### src/hw/rtl/sh_pkg.sv
`timescale 1ns / 1ps

package sh_pkg;

  // round slots in the pipeline, one per possible round
  localparam int unsigned MaxCompRounds = 4;
  localparam int unsigned MaxFinRounds  = 8;

  // every round is split over two register stages
  localparam int unsigned Phase2Start = 2 * MaxCompRounds;
  localparam int unsigned FinStart    = 4 * MaxCompRounds;
  localparam int unsigned HalfStages  = FinStart + 2 * MaxFinRounds;

  localparam int unsigned CompCntW = 3;
  localparam int unsigned FinCntW  = 4;

  localparam int unsigned InDataW  = 96;
  localparam int unsigned OutDataW = 64;
  localparam int unsigned CfgDataW = 64;
  localparam int unsigned CfgAddrW = 5;

  localparam logic [63:0] SipC0 = 64'h736f6d6570736575;
  localparam logic [63:0] SipC1 = 64'h646f72616e646f6d;
  localparam logic [63:0] SipC2 = 64'h6c7967656e657261;
  localparam logic [63:0] SipC3 = 64'h7465646279746573;

  localparam logic [7:0]  MsgLenBytes = 8'd12;
  localparam int unsigned LenShift    = 56;
  localparam logic [63:0] FinalXor    = 64'hff;

  localparam logic [CompCntW-1:0] CompRoundsRst = CompCntW'(2);
  localparam logic [FinCntW-1:0]  FinRoundsRst  = FinCntW'(4);

  typedef enum logic [1:0] {
    RegKeyLow     = 2'd0,
    RegKeyHigh    = 2'd1,
    RegCompRounds = 2'd2,
    RegFinRounds  = 2'd3
  } cfg_reg_e;

  typedef struct packed {
    logic [63:0] v0;
    logic [63:0] v1;
    logic [63:0] v2;
    logic [63:0] v3;
  } lanes_t;

  typedef struct packed {
    logic [31:0] word_c;
    logic [31:0] word_b;
    logic [31:0] word_a;
  } msg_t;

  typedef struct packed {
    logic   valid;
    lanes_t lanes;
    msg_t   msg;
  } stage_t;

  typedef struct packed {
    logic advance;
    logic round_en;
    logic second_half;
  } stage_ctrl_t;

  typedef struct packed {
    logic [63:0]         key_low;
    logic [63:0]         key_high;
    logic [CompCntW-1:0] comp_rounds;
    logic [FinCntW-1:0]  fin_rounds;
  } cfg_t;

  function automatic logic [63:0] rotl(input logic [63:0] x, input int unsigned r);
    rotl = (x << r) | (x >> (64 - r));
  endfunction

  function automatic logic [63:0] first_block(input msg_t m);
    first_block = {m.word_b, m.word_a};
  endfunction

  function automatic logic [63:0] last_block(input msg_t m);
    last_block = (64'(MsgLenBytes) << LenShift) | 64'(m.word_c);
  endfunction

  // one half of a sipround: a single 64-bit add level per lane pair
  function automatic lanes_t half_round(input lanes_t s, input logic second_half);
    lanes_t r;
    r = s;
    if (!second_half) begin
      r.v0 = s.v0 + s.v1;
      r.v1 = rotl(s.v1, 13) ^ r.v0;
      r.v0 = rotl(r.v0, 32);
      r.v2 = s.v2 + s.v3;
      r.v3 = rotl(s.v3, 16) ^ r.v2;
    end else begin
      r.v0 = s.v0 + s.v3;
      r.v3 = rotl(s.v3, 21) ^ r.v0;
      r.v2 = s.v2 + s.v1;
      r.v1 = rotl(s.v1, 17) ^ r.v2;
      r.v2 = rotl(r.v2, 32);
    end
    half_round = r;
  endfunction

endpackage

### src/hw/rtl/sh_round_stage.sv
`timescale 1ns / 1ps

module sh_round_stage (
  input  logic               clk_i,
  input  logic               rst_ni,
  input  sh_pkg::stage_ctrl_t ctrl_i,
  input  sh_pkg::stage_t     stage_i,
  output sh_pkg::stage_t     stage_o
);

  logic           valid_q;
  sh_pkg::lanes_t lanes_d, lanes_q;
  sh_pkg::msg_t   msg_q;

  always_comb begin
    if (ctrl_i.round_en) begin
      lanes_d = sh_pkg::half_round(stage_i.lanes, ctrl_i.second_half);
    end else begin
      lanes_d = stage_i.lanes;
    end
  end

  always_ff @(posedge clk_i or negedge rst_ni) begin
    if (!rst_ni) begin
      valid_q <= 1'b0;
    end else if (ctrl_i.advance) begin
      valid_q <= stage_i.valid;
    end
  end

  always_ff @(posedge clk_i) begin
    if (ctrl_i.advance) begin
      lanes_q <= lanes_d;
      msg_q   <= stage_i.msg;
    end
  end

  assign stage_o = '{valid: valid_q, lanes: lanes_q, msg: msg_q};

endmodule

### config.mk
export PLATFORM = sky130hd
export DESIGN_NAME = sh_round_stage
export DESIGN_NICKNAME = d
export VERILOG_FILES = /design/src/hw/rtl/sh_pkg.sv /design/src/hw/rtl/sh_round_stage.sv
export SDC_FILE = /design/constraint.sdc
export NUM_CORES = 1
export LEC_CHECK = 0
export BUFFER_PORTS_ARGS = -buffer_cell sky130_fd_sc_hd__buf_2
export CAP_MARGIN = 20
export CELL_PAD_IN_SITES_DETAIL_PLACEMENT = 2
export CELL_PAD_IN_SITES_GLOBAL_PLACEMENT = 2
export CORE_MARGIN = 5
export CORE_UTILIZATION = 30
export CTS_CLUSTER_DIAMETER = 120
export DETAILED_ROUTE_END_ITERATION = 12
export HOLD_SLACK_MARGIN = 0.08
export PLACE_DENSITY = 0.72
export SYNTH_ARGS = -nofsm -noshare
export SYNTH_HDL_FRONTEND = slang
export SYNTH_SLANG_ARGS = --single-unit
### constraint.sdc
create_clock -name clk_i -period 2.35 [get_ports clk_i]
set_clock_uncertainty 0.15 [all_clocks]
set_input_delay 0 -clock clk_i [delete_from_list [all_inputs] [get_ports clk_i]]
set_output_delay 0 -clock clk_i [all_outputs]
set_load 0.005 [all_outputs]
==> results of run 1 <==
## kinds of logic after synthesis
family / after synthesis
and+or+nand+nor: 1036
DFF: 353
AOI/OAI and AO/OA: 1284
xor gates and xnor gates: 475
adders and majority gates: 256
buffers and inverters: 337
muxes: 98
## synth_stat cells, types with 33 or more instances
library cell  instances  share of area [%]
o21a_1               33               0.74
a31oi_1              68                1.3
xor2_1              129                3.4
a21o_1              143                3.2
a21oi_1             438                6.6
o21ai_0             235                3.5
nor2_1              341                3.8
nor3_1               52               0.78
clkbuf_1            173                1.9
o211ai_1             64                1.4
inv_1               135                1.5
edfxtp_1            352                 32
o21bai_1             68                1.5
ha_1                252                9.4
nand3_1              52               0.78
xnor2_1             328                8.6
nand2_1             357                4.0
mux2i_1              78                2.3
nand4_1              75                1.4
## metrics by stage
stage	instance area, um^2	std cells	setup TNS [ns]	worst slack [ns]	hold slack (ns)
3_5_place_dp	53000	7566	-306.32	-1.91	-0.363
3_3_place_gp	53000	7566	-271.47	-1.80	-0.375
2_1_floorplan	34800	3839	-46.61	-0.686	-0.446
==> impl_metrics.json, run 1 <==
{
  "outcome": "aborted with a tool error",
  "lastStage": "clock tree synthesis",
  "error_line": "[ERROR DPL-0033] detailed placement checks failed during check placement.",
  "post-cts-setup-buffers": 200,
  "postCtsHoldBufs": 451,
  "place.gp.congestion": 1.10,
  "core.rowCount": 122,
  "synth-xor-area-share_pct": 13.2,
  "synthAdderAreaFrac_pct": 9.69,
  "syn_area_um2": 33400,
  "cts_max_level": 2,
  "async_flop_share_pct": 0.283,
  "synth-main-ff-cell": "edfxtp_1",
  "io_buffers": 710,
  "yosys.area_share.simple_pct": 14.1,
  "syn_area_per_cell_um2": 8.69,
  "syn_inst": 3839,
  "cts_buffer_depth": 3,
  "syn_nets": 4453,
  "ys_ff_latch": 353,
  "yosysUniqueCellTypes": 93,
  "die_y_um": 344,
  "cts.sinks": 353,
  "dp_hpwl_um": 251000,
  "start_util_pct": 30.2,
  "ys_seq_area_share_pct": 31.7,
  "synth_compound_area_share_pct": 24.5,
  "synth_edf_count": 352,
  "synth_top_family_by_area": "compound AO/OA/AOI/OAI gates",
  "cts_made_buffers": 47,
  "die_x_um": 344,
  "cts_root_buf": "clkbuf_16",
  "yosysWarnings": 0,
  "io_pins": 711,
  "synth_mux_area_share_pct": 3.01,
  "postCtsResizedCells": 1209
}
==> run 2, diff against run 1 <==
==> config.mk (replaced) <==
export PLATFORM = sky130hd
export DESIGN_NAME = sh_round_stage
export DESIGN_NICKNAME = d
export VERILOG_FILES = /design/src/hw/rtl/sh_pkg.sv /design/src/hw/rtl/sh_round_stage.sv
export SDC_FILE = /design/constraint.sdc
export NUM_CORES = 1
export LEC_CHECK = 0
export BUFFER_PORTS_ARGS = -buffer_cell sky130_fd_sc_hd__buf_2
export CAP_MARGIN = 20
export CORE_MARGIN = 5
export CORE_UTILIZATION = 20
export DETAILED_ROUTE_END_ITERATION = 12
export PLACE_DENSITY_LB_ADDON = 0.15
export SYNTH_ARGS = -nofsm -noshare
export SYNTH_HDL_FRONTEND = slang
export SYNTH_SLANG_ARGS = --single-unit
==> impl_metrics.json, run 2 <==
{
  "ys_seq_area_share_pct": 31.7,
  "yosys.area_share.simple_pct": 14.1,
  "clock_latency_ns": 0.64,
  "p_per_area_nw_per_um2": 573,
  "worstSetupStartpointType": "input pin",
  "final.setup.worst_slack_ns": -0.730,
  "synthAdderAreaFrac_pct": 9.69,
  "synth_top_area_cell": "edfxtp_1",
  "violations": "setup timing",
  "yosys-top-cells-count": "a21oi_1 (438), nand2_1 (357), edfxtp_1 (352)",
  "drcViolationCount": 0,
  "multiInputGateArea_um2": 28200,
  "vias": 44300,
  "core.rowCount": 150,
  "nFillCells": 16800,
  "tightest_slew_ns": 0.770,
  "largest_reg_flops": 352,
  "critPathKind": "in2reg",
  "io_pins": 711,
  "hold_path_class": "in2reg",
  "io_buffers": 710,
  "dr.pass1.iters": 7,
  "outcome": "complete, but fails checks",
  "syn_area_um2": 33400,
  "cts_tree": "done",
  "drt_iter0_drc": 3973,
  "synth_top_area_share_pct": 31.7,
  "routed_wl_um": 285000,
  "crit_fanout": 4,
  "antenna_found_initial": 41,
  "final-seq-area_um2": 10600,
  "place_ws_ns": -1.82,
  "nets": 7303,
  "syn_to_final_growth_pct": 103,
  "max_freq_ghz": 0.325,
  "die_x_um": 419,
  "grt_overflow": 0,
  "period_share_pct": 131,
  "final_cell_mix": "buf_4 (1620), buf_2 (649), dlygate4sd3_1 (415), edfxtp_1 (352), nand2_1 (320)",
  "cts_made_buffers": 47,
  "grt_max_degree": 94,
  "synth_compound_area_share_pct": 24.5,
  "synth_top_family_by_area": "compound AO/OA/AOI/OAI gates",
  "fp.coreArea_um2": 166000,
  "place.gp.congestion": 1.04,
  "cts.sinks": 353,
  "min_period_ns": 3.08,
  "grt_pass1_wl_um": 372000,
  "total_power_mw": 38.7,
  "layout_commonest_cell": "buf_4",
  "synth.area.top_cells": "edfxtp_1 (32%), ha_1 (9.4%), xnor2_1 (8.6%), a21oi_1 (6.6%), nand2_1 (4.0%)",
  "async_flop_share_pct": 0.283,
  "p_leak_nw": 29.8,
  "grt_usage_pct": 31.0,
  "cts_root_buf": "clkbuf_16",
  "vias_per_cell": 4.96,
  "rsz0062_at_grt": "true",
  "hold_viol": 0,
  "synthMostInstantiatedCell": "a21oi_1",
  "postRouteAntennaNets": 0,
  "yosysWarnings": 0,
  "layout-drive-gt1-share_pct": 51.9,
  "syn_area_per_cell_um2": 8.69,
  "dp_hpwl_um": 237000,
  "die_area_um2": 175000,
  "synth_edf_count": 352,
  "syn_nets": 4453,
  "setup_viol": 230,
  "yosysUniqueCellTypes": 93,
  "cp-end-kind": "flip-flop",
  "peakVddDrop_mv": 0.520,
  "cts_max_level": 2,
  "critPathArrivalTime_ns": 3.33,
  "grt_pass1_vias": 44300,
  "slew_headroom_pct": 48.1,
  "start_util_pct": 20.1,
  "synth-main-ff-cell": "edfxtp_1",
  "slew_violations": 0,
  "syn_inst": 3839,
  "cap_viol_max_count": 0,
  "post_drt_wl_per_cell_um": 31.9,
  "cp_data_required_time_ns": 2.60,
  "ys_ff_latch": 353,
  "synth_mux_area_share_pct": 3.01,
  "clk_pin_slew_worst_paths_ns": 0.06,
  "synth-xor-area-share_pct": 13.2,
  "die_y_um": 419,
  "cts_buffer_depth": 3
}
run 2: cell counts after synthesis:
Identical to the previous run, type by type.
run 2: path summary, 6_finish.rpt:
path,startpoint,endpoint,slack [ns],cells past startpoint
min in group asynchronous,rst_ni,valid_q$_DFFE_PN0P_,0.62,4
min reg2reg,valid_q$_DFFE_PN0P_,valid_q$_DFFE_PN0P_,0.91,2
max,stage_i[225],stage_o[275]$_DFFE_PP_,-0.73,16
max in group asynchronous,rst_ni,valid_q$_DFFE_PN0P_,1.32,4
min,stage_i[41],stage_o[41]$_DFFE_PP_,0.02,2
max reg2reg,valid_q$_DFFE_PN0P_,valid_q$_DFFE_PN0P_,0.89,2
run 2: area by class of cell:
type / count / area share, %
multi-input cells: 3149 / 41.7
repair buffers: 3001 / 35.3
flip-flops and latches: 353 / 15.7
well taps: 2204 / 4.08
clock buffers: 56 / 1.82
inverters: 137 / 0.774
clock inverters: 28 / 0.613
diodes: 15 / 0.0555
run 2: where the power goes:
group          switching, mW  internal, mW
sequential             0.399          7.87
clock                   3.32          4.75
combinational           11.9          10.5
run 2: repair_timing:
action                                  in CTS  in global routing
endpoints found under the setup margin     229                233
resized for setup                          962                282
hold buffers                               413                  2
hold endpoints to repair                   622                  2
pin swaps                                  419                314
setup buffers                              149                104
run 2: logic make-up (layout without fill, tap and decap cells):
kind of cell | after synthesis | count (layout)
buf+inv | 337 | 3222
flops | 353 | 353
fa+ha+maj | 256 | 256
other cells | 0 | 15
simple gates | 1036 | 1036
mux | 98 | 98
compound gates | 1284 | 1284
xor+xnor | 475 | 475
run 2: per-layer routing:
layer  global-route usage [%]  wire length [um]  part of all wire [%]
met4                     22.6             26100                   9.2
met1                     36.7            109000                    38
met2                     50.1            127000                    45
met5                        0               338                  0.12
met3                     6.19             21700                   7.6
run 2: worst max-delay path, cell delays in order:
cell	delay, ns
buf_12	0.11
ha_4	0.25
a21o_1	0.20
nand4_1	0.17
a21o_1	0.25
o211ai_1	0.27
nand3_2	0.22
o31a_1	0.45
o21ai_4	0.31
buf_6	0.14
a21boi_2	0.05
xnor2_1	0.14
buf_4	0.19
mux2i_4	0.27
a311oi_1	0.08
buf_4	0.22
run 2: metrics by stage:
| stage | setup TNS (ns) | instance area, um^2 | utilization [%] | std cells | hold slack (ns) |
|---|---|---|---|---|---|
| 2_1_floorplan | -46.61 | 34800 | - | 3839 | -0.446 |
| 3_3_place_gp | -301.02 | 54100 | 32.5 | 8285 | -0.375 |
| 3_5_place_dp | -300.45 | 54100 | 32.5 | 8285 | -0.367 |
| 4_1_cts | -77.97 | 65600 | 39.4 | 8864 | -0.249 |
| 5_1_grt | -111.11 | 67600 | 40.6 | 8934 | 0.00161 |
| 6_report | -99.31 | 67600 | 40.6 | 8943 | 0.0222 |
(Power assumes the default switching activity.)
