--- src/hw/rtl/sh_pkg.sv ---
`timescale 1ns / 1ps

package sh_pkg;

  // round slots in the pipeline, one per possible round
  localparam int unsigned MaxCompRounds = 4;
  localparam int unsigned MaxFinRounds  = 8;

  // every round is split over two register stages
  localparam int unsigned Phase2Start = 2 * MaxCompRounds;
  localparam int unsigned FinStart    = 4 * MaxCompRounds;
  localparam int unsigned HalfStages  = FinStart + 2 * MaxFinRounds;

  localparam int unsigned CompCntW = 3;
  localparam int unsigned FinCntW  = 4;

  localparam int unsigned InDataW  = 96;
  localparam int unsigned OutDataW = 64;
  localparam int unsigned CfgDataW = 64;
  localparam int unsigned CfgAddrW = 5;

  localparam logic [63:0] SipC0 = 64'h736f6d6570736575;
  localparam logic [63:0] SipC1 = 64'h646f72616e646f6d;
  localparam logic [63:0] SipC2 = 64'h6c7967656e657261;
  localparam logic [63:0] SipC3 = 64'h7465646279746573;

  localparam logic [7:0]  MsgLenBytes = 8'd12;
  localparam int unsigned LenShift    = 56;
  localparam logic [63:0] FinalXor    = 64'hff;

  localparam logic [CompCntW-1:0] CompRoundsRst = CompCntW'(2);
  localparam logic [FinCntW-1:0]  FinRoundsRst  = FinCntW'(4);

  typedef enum logic [1:0] {
    RegKeyLow     = 2'd0,
    RegKeyHigh    = 2'd1,
    RegCompRounds = 2'd2,
    RegFinRounds  = 2'd3
  } cfg_reg_e;

  typedef struct packed {
    logic [63:0] v0;
    logic [63:0] v1;
    logic [63:0] v2;
    logic [63:0] v3;
  } lanes_t;

  typedef struct packed {
    logic [31:0] word_c;
    logic [31:0] word_b;
    logic [31:0] word_a;
  } msg_t;

  typedef struct packed {
    logic   valid;
    lanes_t lanes;
    msg_t   msg;
  } stage_t;

  typedef struct packed {
    logic advance;
    logic round_en;
    logic second_half;
  } stage_ctrl_t;

  typedef struct packed {
    logic [63:0]         key_low;
    logic [63:0]         key_high;
    logic [CompCntW-1:0] comp_rounds;
    logic [FinCntW-1:0]  fin_rounds;
  } cfg_t;

  function automatic logic [63:0] rotl(input logic [63:0] x, input int unsigned r);
    rotl = (x << r) | (x >> (64 - r));
  endfunction

  function automatic logic [63:0] first_block(input msg_t m);
    first_block = {m.word_b, m.word_a};
  endfunction

  function automatic logic [63:0] last_block(input msg_t m);
    last_block = (64'(MsgLenBytes) << LenShift) | 64'(m.word_c);
  endfunction

  // one half of a sipround: a single 64-bit add level per lane pair
  function automatic lanes_t half_round(input lanes_t s, input logic second_half);
    lanes_t r;
    r = s;
    if (!second_half) begin
      r.v0 = s.v0 + s.v1;
      r.v1 = rotl(s.v1, 13) ^ r.v0;
      r.v0 = rotl(r.v0, 32);
      r.v2 = s.v2 + s.v3;
      r.v3 = rotl(s.v3, 16) ^ r.v2;
    end else begin
      r.v0 = s.v0 + s.v3;
      r.v3 = rotl(s.v3, 21) ^ r.v0;
      r.v2 = s.v2 + s.v1;
      r.v1 = rotl(s.v1, 17) ^ r.v2;
      r.v2 = rotl(r.v2, 32);
    end
    half_round = r;
  endfunction

endpackage

--- src/hw/rtl/sh_cfg_regs.sv ---
`timescale 1ns / 1ps

module sh_cfg_regs (
  input  logic                        clk_i,
  input  logic                        rst_ni,
  input  logic                        psel,
  input  logic                        penable,
  input  logic                        pwrite,
  input  logic [sh_pkg::CfgAddrW-1:0] paddr,
  input  logic [sh_pkg::CfgDataW-1:0] pwdata,
  output logic [sh_pkg::CfgDataW-1:0] prdata,
  output logic                        pready,
  output sh_pkg::cfg_t                cfg_o
);

  sh_pkg::cfg_t     cfg_q;
  sh_pkg::cfg_reg_e reg_sel;
  logic             wr_en;

  assign pready  = 1'b1;
  assign wr_en   = psel && penable && pwrite && pready;
  // registers sit on 8-byte boundaries
  assign reg_sel = sh_pkg::cfg_reg_e'(paddr[4:3]);

  always_ff @(posedge clk_i or negedge rst_ni) begin
    if (!rst_ni) begin
      cfg_q.key_low     <= '0;
      cfg_q.key_high    <= '0;
      cfg_q.comp_rounds <= sh_pkg::CompRoundsRst;
      cfg_q.fin_rounds  <= sh_pkg::FinRoundsRst;
    end else if (wr_en) begin
      unique case (reg_sel)
        sh_pkg::RegKeyLow:     cfg_q.key_low     <= pwdata;
        sh_pkg::RegKeyHigh:    cfg_q.key_high    <= pwdata;
        sh_pkg::RegCompRounds: cfg_q.comp_rounds <= pwdata[sh_pkg::CompCntW-1:0];
        sh_pkg::RegFinRounds:  cfg_q.fin_rounds  <= pwdata[sh_pkg::FinCntW-1:0];
        default: ;
      endcase
    end
  end

  always_comb begin
    unique case (reg_sel)
      sh_pkg::RegKeyLow:     prdata = cfg_q.key_low;
      sh_pkg::RegKeyHigh:    prdata = cfg_q.key_high;
      sh_pkg::RegCompRounds: prdata = sh_pkg::CfgDataW'(cfg_q.comp_rounds);
      sh_pkg::RegFinRounds:  prdata = sh_pkg::CfgDataW'(cfg_q.fin_rounds);
      default:               prdata = '0;
    endcase
  end

  assign cfg_o = cfg_q;

endmodule

--- config.mk ---
export PLATFORM = sky130hd
export DESIGN_NAME = sh_cfg_regs
export DESIGN_NICKNAME = d
export VERILOG_FILES = /design/src/hw/rtl/sh_pkg.sv /design/src/hw/rtl/sh_cfg_regs.sv
export SDC_FILE = /design/constraint.sdc
export NUM_CORES = 1
export LEC_CHECK = 0
export BUFFER_PORTS_ARGS = -buffer_cell sky130_fd_sc_hd__clkbuf_2
export CAP_MARGIN = 30
export CELL_PAD_IN_SITES_DETAIL_PLACEMENT = 0
export CELL_PAD_IN_SITES_GLOBAL_PLACEMENT = 1
export CORE_ASPECT_RATIO = 0.9
export CORE_MARGIN = 2
export CORE_UTILIZATION = 37
export DETAILED_ROUTE_END_ITERATION = 10
export PLACE_DENSITY_LB_ADDON = 0.1
export SLEW_MARGIN = 30
export SYNTH_ARGS = -nofsm -noshare
export SYNTH_HDL_FRONTEND = slang
export SYNTH_SLANG_ARGS = --single-unit
--- constraint.sdc ---
create_clock -name clk_i -period 2 [get_ports clk_i]
set_clock_uncertainty 0.05 [all_clocks]
set_input_delay 0.4 -clock clk_i [delete_from_list [all_inputs] [get_ports clk_i]]
set_output_delay 0.4 -clock clk_i [all_outputs]
set_load 0.02 [all_outputs]
==> flow_metrics.py, run 1 <==
metrics = {
    "outcome": {
        "status": "finished, final reports clean",
    },
    "synthesis": {
        "synth.distinct_cells": 23,
        "area_of_the_mapped_netlist_sq_mm": 0.00633,
        "mappedNetlistNets": 508,
        "syn_inst": 434,
        "ys_seq_area_share_pct": 53.4,
        "post_synth.cell_area_avg_sq_um": 14.6,
        "synth.largest_area_cell": "sky130_fd_sc_hd__dfrtp_1",
        "ys_warn_count": 0,
        "yosys-top-cells-area": "sky130_fd_sc_hd__dfrtp_1, sky130_fd_sc_hd__mux2_4, sky130_fd_sc_hd__mux2_2",
        "synth-main-ff-cell": "sky130_fd_sc_hd__dfrtp_1",
        "synth_enable_flop_cells": 0,
        "yosys_register_bits": 135,
        "synth_top_area_share_pct": 52.6,
        "synth-async-reset-ratio_pct": 100,
    },
    "timing": {
        "fin_crit_ns": 1.96,
        "max_freq_ghz": 0.509,
        "report.final.slew_viol_count": 0,
        "final-hold-violation-count": 0,
        "postLayoutSetupSlackWorst_ns": 0.0357,
        "summed_negative_setup_slack_over_all_endpoints_ns": 0,
        "unrepaired_setup_endpoints_after_global_routing": "false",
        "share_of_the_clock_period_used_by_the_worst_path_pct": 98.2,
        "finalSetupViolations": 0,
    },
    "power": {
        "sequential_fraction_of_design_power_pct": 37.8,
        "power_per_cell_area_mw_per_mm2": 1220,
        "power_switching_share_pct": 34.4,
        "cellInternalPower_uw": 6810,
        "switchingPower_uw": 3570,
        "combPwrFrac_pct": 32.0,
        "power.share.clock_pct": 30.2,
        "ir_drop_v": 0.000638,
        "static_power_due_to_leakage_uw": 0.00460,
    },
    "clock_tree": {
        "root_buffer": "sky130_fd_sc_hd__clkbuf_16",
        "post_cts.repair.setup_buffers": 0,
        "cts_buffers": 17,
        "post_cts.resized_instances": 0,
        "clock_insertion_delay_worst_skew_ns": 0.41,
        "h-tree-depth": 4,
        "clock-sinks": 135,
        "clock_slew_seen_by_the_registers_of_the_worst_setup_and_hold_paths_ns": 0.06,
        "cts_max_path_buffers": 2,
        "postCtsHoldBufs": 1,
        "cts_tree": "yes",
    },
    "die": {
        "initial_utilization_pct": 37.6,
        "chipHeight_um": 128,
        "die_area_sq_mm": 0.0182,
        "core_area_sq_mm": 0.0168,
        "chipWidth_um": 142,
        "floorplan.rows": 45,
        "design.portCount": 274,
    },
    "run": {
        "maxCapViolCount": 0,
    },
    "global_route": {
        "grt_overflow": 0,
        "grt_pass1_vias": 4508,
        "initial_antenna_violation_count": 0,
        "track_usage_pct": 18.2,
        "grt_max_degree": 56,
        "grt_pass1_wl_um": 25600,
    },
    "critical_path": {
        "crit_path_top_delay_cell": "sky130_fd_sc_hd__mux4_1",
        "timing.critical_path.to_type": "primary output",
        "critPathKind": "register to primary output",
        "cp.buffers_inverters": 1,
        "worstSetupStartpointType": "register",
        "critical_path_peak_fanout": 3,
        "timing.critical_path.slowest_cell_delay_ns": 0.52,
        "endpoint_arrival_time_on_the_critical_path_ns": 1.51,
        "cp_cell_sequence": "mux4_1, clkbuf_2",
        "critPathRequiredTime_ns": 1.55,
        "cp_top_family": "multiplexers",
    },
    "layout": {
        "insertedDiodeCount": 0,
        "final_core_util_pct": 50.6,
        "syn_to_layout_area_delta_pct": 34.6,
        "nNetsFinal": 780,
        "drive_gt1_share_pct": 62.4,
        "largest_register_ffs": 135,
        "design_area_sq_mm": 0.00852,
    },
    "drt": {
        "final_antenna_net_count": 0,
        "drt_pass1_iterations": 4,
        "remaining_drc_errors": 0,
        "route.detailed.wl_per_inst_um": 17.6,
        "detailroute.via_count": 4488,
        "drt_iter0_drc": 98,
        "routed_wirelength_um": 16400,
        "vias_per_cell": 4.83,
    },
    "place": {
        "placement.setup.worst_slack_ns": 0.178,
        "detailed_place.area_sq_mm": 0.00792,
        "gpl.final_weighted_congestion": 0.751,
        "dp.final_hpwl_um": 11600,
        "place.port_buffers": 269,
    },
    "hold_path": {
        "min_path_type": "primary input to register",
    },
}
[per-stage QoR]
| step | hold WS (ns) | cells | power (uW) |
|---|---|---|---|
| floorplan | 0.0544 | 434 | 6000 |
| global placement | 0.306 | 897 | 7250 |
| detailed placement | 0.307 | 897 | 7320 |
| CTS | 0.154 | 930 | 10500 |
| global route | 0.166 | 930 | 10900 |
| finish | 0.178 | 930 | 10400 |
[path summary, 6_finish.rpt]
check                                start          to  slack (ns)  cells past startpoint
worst min-delay path            pwdata[28]   cfg_o[99]        0.18                      2
worst max-delay path              cfg_o[9]   prdata[2]        0.04                      2
max in group asynchronous           rst_ni   cfg_o[92]        0.81                      3
worst max register to register  cfg_o[101]  cfg_o[101]        1.14                      1
worst min register to register  cfg_o[133]  cfg_o[133]        0.46                      1
min in group asynchronous           rst_ni   cfg_o[54]        0.43                      2
[synthesized netlist by cell type, types with 2 or more instances]
library cell / instances
sky130_fd_sc_hd__nand3_1: 2
sky130_fd_sc_hd__clkbuf_1: 8
sky130_fd_sc_hd__mux2i_1: 61
sky130_fd_sc_hd__buf_12: 5
sky130_fd_sc_hd__buf_2: 13
sky130_fd_sc_hd__buf_4: 2
sky130_fd_sc_hd__mux2_1: 5
sky130_fd_sc_hd__dfrtp_1: 133
sky130_fd_sc_hd__dfstp_2: 2
sky130_fd_sc_hd__mux2_2: 70
sky130_fd_sc_hd__nor2_1: 61
sky130_fd_sc_hd__mux2_4: 60
sky130_fd_sc_hd__mux4_2: 2
[placed cells by master (no fill, tap or decap), types with 6 or more instances in the layout]
| cell | count |
|---|---|
| sky130_fd_sc_hd__clkbuf_2 | 267 |
| sky130_fd_sc_hd__dfrtp_1 | 133 |
| sky130_fd_sc_hd__mux2_2 | 70 |
| sky130_fd_sc_hd__mux2i_1 | 61 |
| sky130_fd_sc_hd__nor2_1 | 61 |
| sky130_fd_sc_hd__mux2_4 | 60 |
| sky130_fd_sc_hd__clkbuf_16 | 17 |
| sky130_fd_sc_hd__buf_12 | 8 |
| sky130_fd_sc_hd__buf_4 | 6 |
[per-layer routing]
layer,share of wire (%),GRT usage [%]
met5,0,0
met4,1.8,6.88
met3,6.7,5.64
met2,46,28.5
met1,45,23.9
[power by group through the flow]
stage	logic [uW]	registers (uW)	clock network, uW
after floorplan	1360	4640	0
after global placement	3340	3910	0
after detailed placement	3360	3960	0
after CTS	3370	3920	3210
after global routing	3560	4010	3340
final	3320	3920	3130
[logic make-up (layout without fill, tap and decap cells)]
kind of cell	after synthesis	count (layout)	share of synthesized area (%)
AO/OA/AOI/OAI	1	1	0.0790
buffers and inverters	31	316	3.79
flip-flops	135	135	53.4
multiplexers	199	199	38.3
other	1	1	0.0592
AND/OR/NAND/NOR	67	67	4.33
[cell type report]
type / count / area (sq um)
Timing Repair Buffer: 283 / 1560
Multi-Input combinational cell: 268 / 2720
Fill cell: 1529 / 8310
Tap cell: 211 / 264
Sequential cell: 135 / 3380
Inverter: 1 / 3.75
Clock inverter: 7 / 91.3
Clock buffer: 25 / 505
(Power assumes the default switching activity.)
==> inputs of run 2 (changes only) <==
--- a/config.mk
+++ b/config.mk
@@ -11,7 +11,8 @@
 export CELL_PAD_IN_SITES_GLOBAL_PLACEMENT = 1
 export CORE_ASPECT_RATIO = 0.9
 export CORE_MARGIN = 2
-export CORE_UTILIZATION = 37
+export CORE_UTILIZATION = 38
+export CTS_BUF_LIST = sky130_fd_sc_hd__clkbuf_4
 export DETAILED_ROUTE_END_ITERATION = 10
 export PLACE_DENSITY_LB_ADDON = 0.1
 export SLEW_MARGIN = 30
==> flow_metrics.py, run 2 (synthesis gave the netlist of run 1 again) <==
metrics = {
    "outcome": {
        "status": "finished with violations",
        "violations": "DRC, setup timing",
    },
    "drt": {
        "final_antenna_net_count": 0,
        "routed_wirelength_um": 16500,
        "met2_length_um": 7800,
        "met3WireLength_um": 1240,
        "drt_iter0_drc": 158,
        "wirelength_met1_um": 7150,
        "drt_pass1_iterations": 10,
        "route.detailed.wl_per_inst_um": 17.2,
        "highest_layer": "met4",
        "remaining_drc_errors": 18,
        "vias_per_cell": 4.82,
        "detailroute.via_count": 4609,
    },
    "timing": {
        "postLayoutSetupSlackWorst_ns": -0.0174,
        "timing_worst_slew_pin_value_ns": 0.512,
        "timing.slew.headroom_pct": 65.9,
        "share_of_the_clock_period_used_by_the_worst_path_pct": 101,
        "summed_negative_setup_slack_over_all_endpoints_ns": -0.0333,
        "fin_crit_ns": 2.02,
        "whs_ns": 0.0590,
        "unrepaired_setup_endpoints_after_global_routing": "true",
        "report.final.slew_viol_count": 0,
        "finalSetupViolations": 3,
        "final-hold-violation-count": 0,
        "max_freq_ghz": 0.496,
    },
    "place": {
        "gpl.final_weighted_congestion": 0.812,
        "detailed_place.area_sq_mm": 0.00793,
        "place.port_buffers": 269,
        "dp.final_hpwl_um": 11800,
    },
    "clock_tree": {
        "h-tree-depth": 4,
        "clock_slew_seen_by_the_registers_of_the_worst_setup_and_hold_paths_ns": 0.12,
        "cts_buffers": 17,
        "cts_tree": "yes",
        "cts_max_path_buffers": 2,
        "clock-sinks": 135,
        "root_buffer": "sky130_fd_sc_hd__clkbuf_4",
        "clock_insertion_delay_worst_skew_ns": 0.52,
    },
    "global_route": {
        "grt_pass1_wl_um": 26600,
        "track_usage_pct": 19.1,
        "grt_max_degree": 52,
        "grt_overflow": 0,
        "initial_antenna_violation_count": 1,
        "grt_pass1_vias": 4731,
    },
    "die": {
        "design.portCount": 274,
        "die_area_sq_mm": 0.0177,
        "chipHeight_um": 126,
        "floorplan.rows": 44,
        "initial_utilization_pct": 39.0,
        "chipWidth_um": 140,
        "core_area_sq_mm": 0.0162,
    },
    "critical_path": {
        "critPathRequiredTime_ns": 1.55,
        "endpoint_arrival_time_on_the_critical_path_ns": 1.57,
        "timing.critical_path.to_type": "primary output",
        "worstSetupStartpointType": "register",
        "critical_path_peak_fanout": 2,
        "critPathKind": "register to primary output",
    },
    "power": {
        "power_per_cell_area_mw_per_mm2": 1080,
        "ir_drop_v": 0.000476,
        "static_power_due_to_leakage_uw": 0.00459,
    },
    "layout": {
        "mostFrequentLayoutCells": "sky130_fd_sc_hd__clkbuf_2, sky130_fd_sc_hd__dfrtp_1, sky130_fd_sc_hd__mux2_2",
        "drive_gt1_share_pct": 61.9,
        "syn_to_layout_area_delta_pct": 34.2,
        "mostFrequentLayoutCell": "sky130_fd_sc_hd__clkbuf_2",
        "largest_register_ffs": 135,
        "design_area_sq_mm": 0.00849,
        "nNetsFinal": 809,
    },
    "hold_path": {
        "min_path_type": "primary input to register",
    },
    "run": {
        "maxCapViolCount": 0,
    },
}
-- run 2: changes by cell type in the layout (fill, tap and decap cells not counted), moves of 2 or more --
cell                            previous run  this run
sky130_fd_sc_hd__clkbuf_16                17         0
sky130_fd_sc_hd__clkbuf_8                  5         0
sky130_fd_sc_hd__clkinv_4                  1         5
sky130_fd_sc_hd__clkbuf_2                267       264
sky130_fd_sc_hd__clkinvlp_4                1         3
sky130_fd_sc_hd__clkbuf_4                  0        17
sky130_fd_sc_hd__buf_4                     6        17
sky130_fd_sc_hd__buf_8                     0         2
sky130_fd_sc_hd__dlygate4sd3_1             1        19
sky130_fd_sc_hd__clkbuf_1                  3         0
-- run 2: path summary, 6_finish.rpt --
kind                            start         end  slack (ns)  depth (start not counted)
min reg2reg                cfg_o[133]  cfg_o[133]        0.48                          1
max                          cfg_o[1]   prdata[1]       -0.02                          2
min in group asynchronous      rst_ni   cfg_o[50]        0.33                          2
max reg2reg                  cfg_o[0]    cfg_o[0]        0.94                          3
min                        pwdata[18]   cfg_o[25]        0.06                          2
max in group asynchronous      rst_ni   cfg_o[99]        0.88                          3
-- run 2: power by group --
| group | internal (uW) | leakage (uW) | switching (uW) | total, uW |
|---|---|---|---|---|
| combinational | 1530 | 0.00279 | 1940 | 3470 |
| clock | 745 | 0.000147 | 1050 | 1800 |
| sequential | 3370 | 0.00165 | 520 | 3890 |
-- run 2: worst max-delay path: stages, from the launching register on --
cell and delay, ns:
sky130_fd_sc_hd__dfrtp_1 0.39, sky130_fd_sc_hd__mux4_2 0.50, sky130_fd_sc_hd__buf_8 0.15
-- run 2: cell type report --
| class | count | area, sq um |
|---|---|---|
| clock buffers | 17 | 128 |
| fillers | 1466 | 7750 |
| multi-input cells | 268 | 2710 |
| flip-flops and latches | 135 | 3380 |
| diodes | 1 | 2.50 |
| clock inverters | 15 | 156 |
| well taps | 207 | 259 |
| repair buffers | 312 | 1850 |
| inverters | 1 | 3.75 |
-- run 2: what timing repair did --
item                                    CTS  global route
setup buffers                             8             1
pin swaps                                 0             0
hold endpoints to repair                 51            20
hold buffers                              5            14
endpoints found under the setup margin    3             3
gates cloned                              0             0
gates resized for setup                   5             5
-- run 2: per-stage QoR --
stage               util, %  worst slack, ns  total power (uW)  instances
finish                 52.3          -0.0174              9150        956
floorplan                 -            0.147              6000        434
global placement       48.8            0.144              7260        895
detailed placement     48.8            0.101              7330        895
CTS                    51.3          -0.0809              9250        940
global route           52.3           -0.149              9710        956
-- run 2: routing by layer --
layer	track usage (%)	vias up
li1	-	2120
met3	6.04	19
met5	0	-
met4	5.76	0
met2	30.9	168
met1	24.9	2302
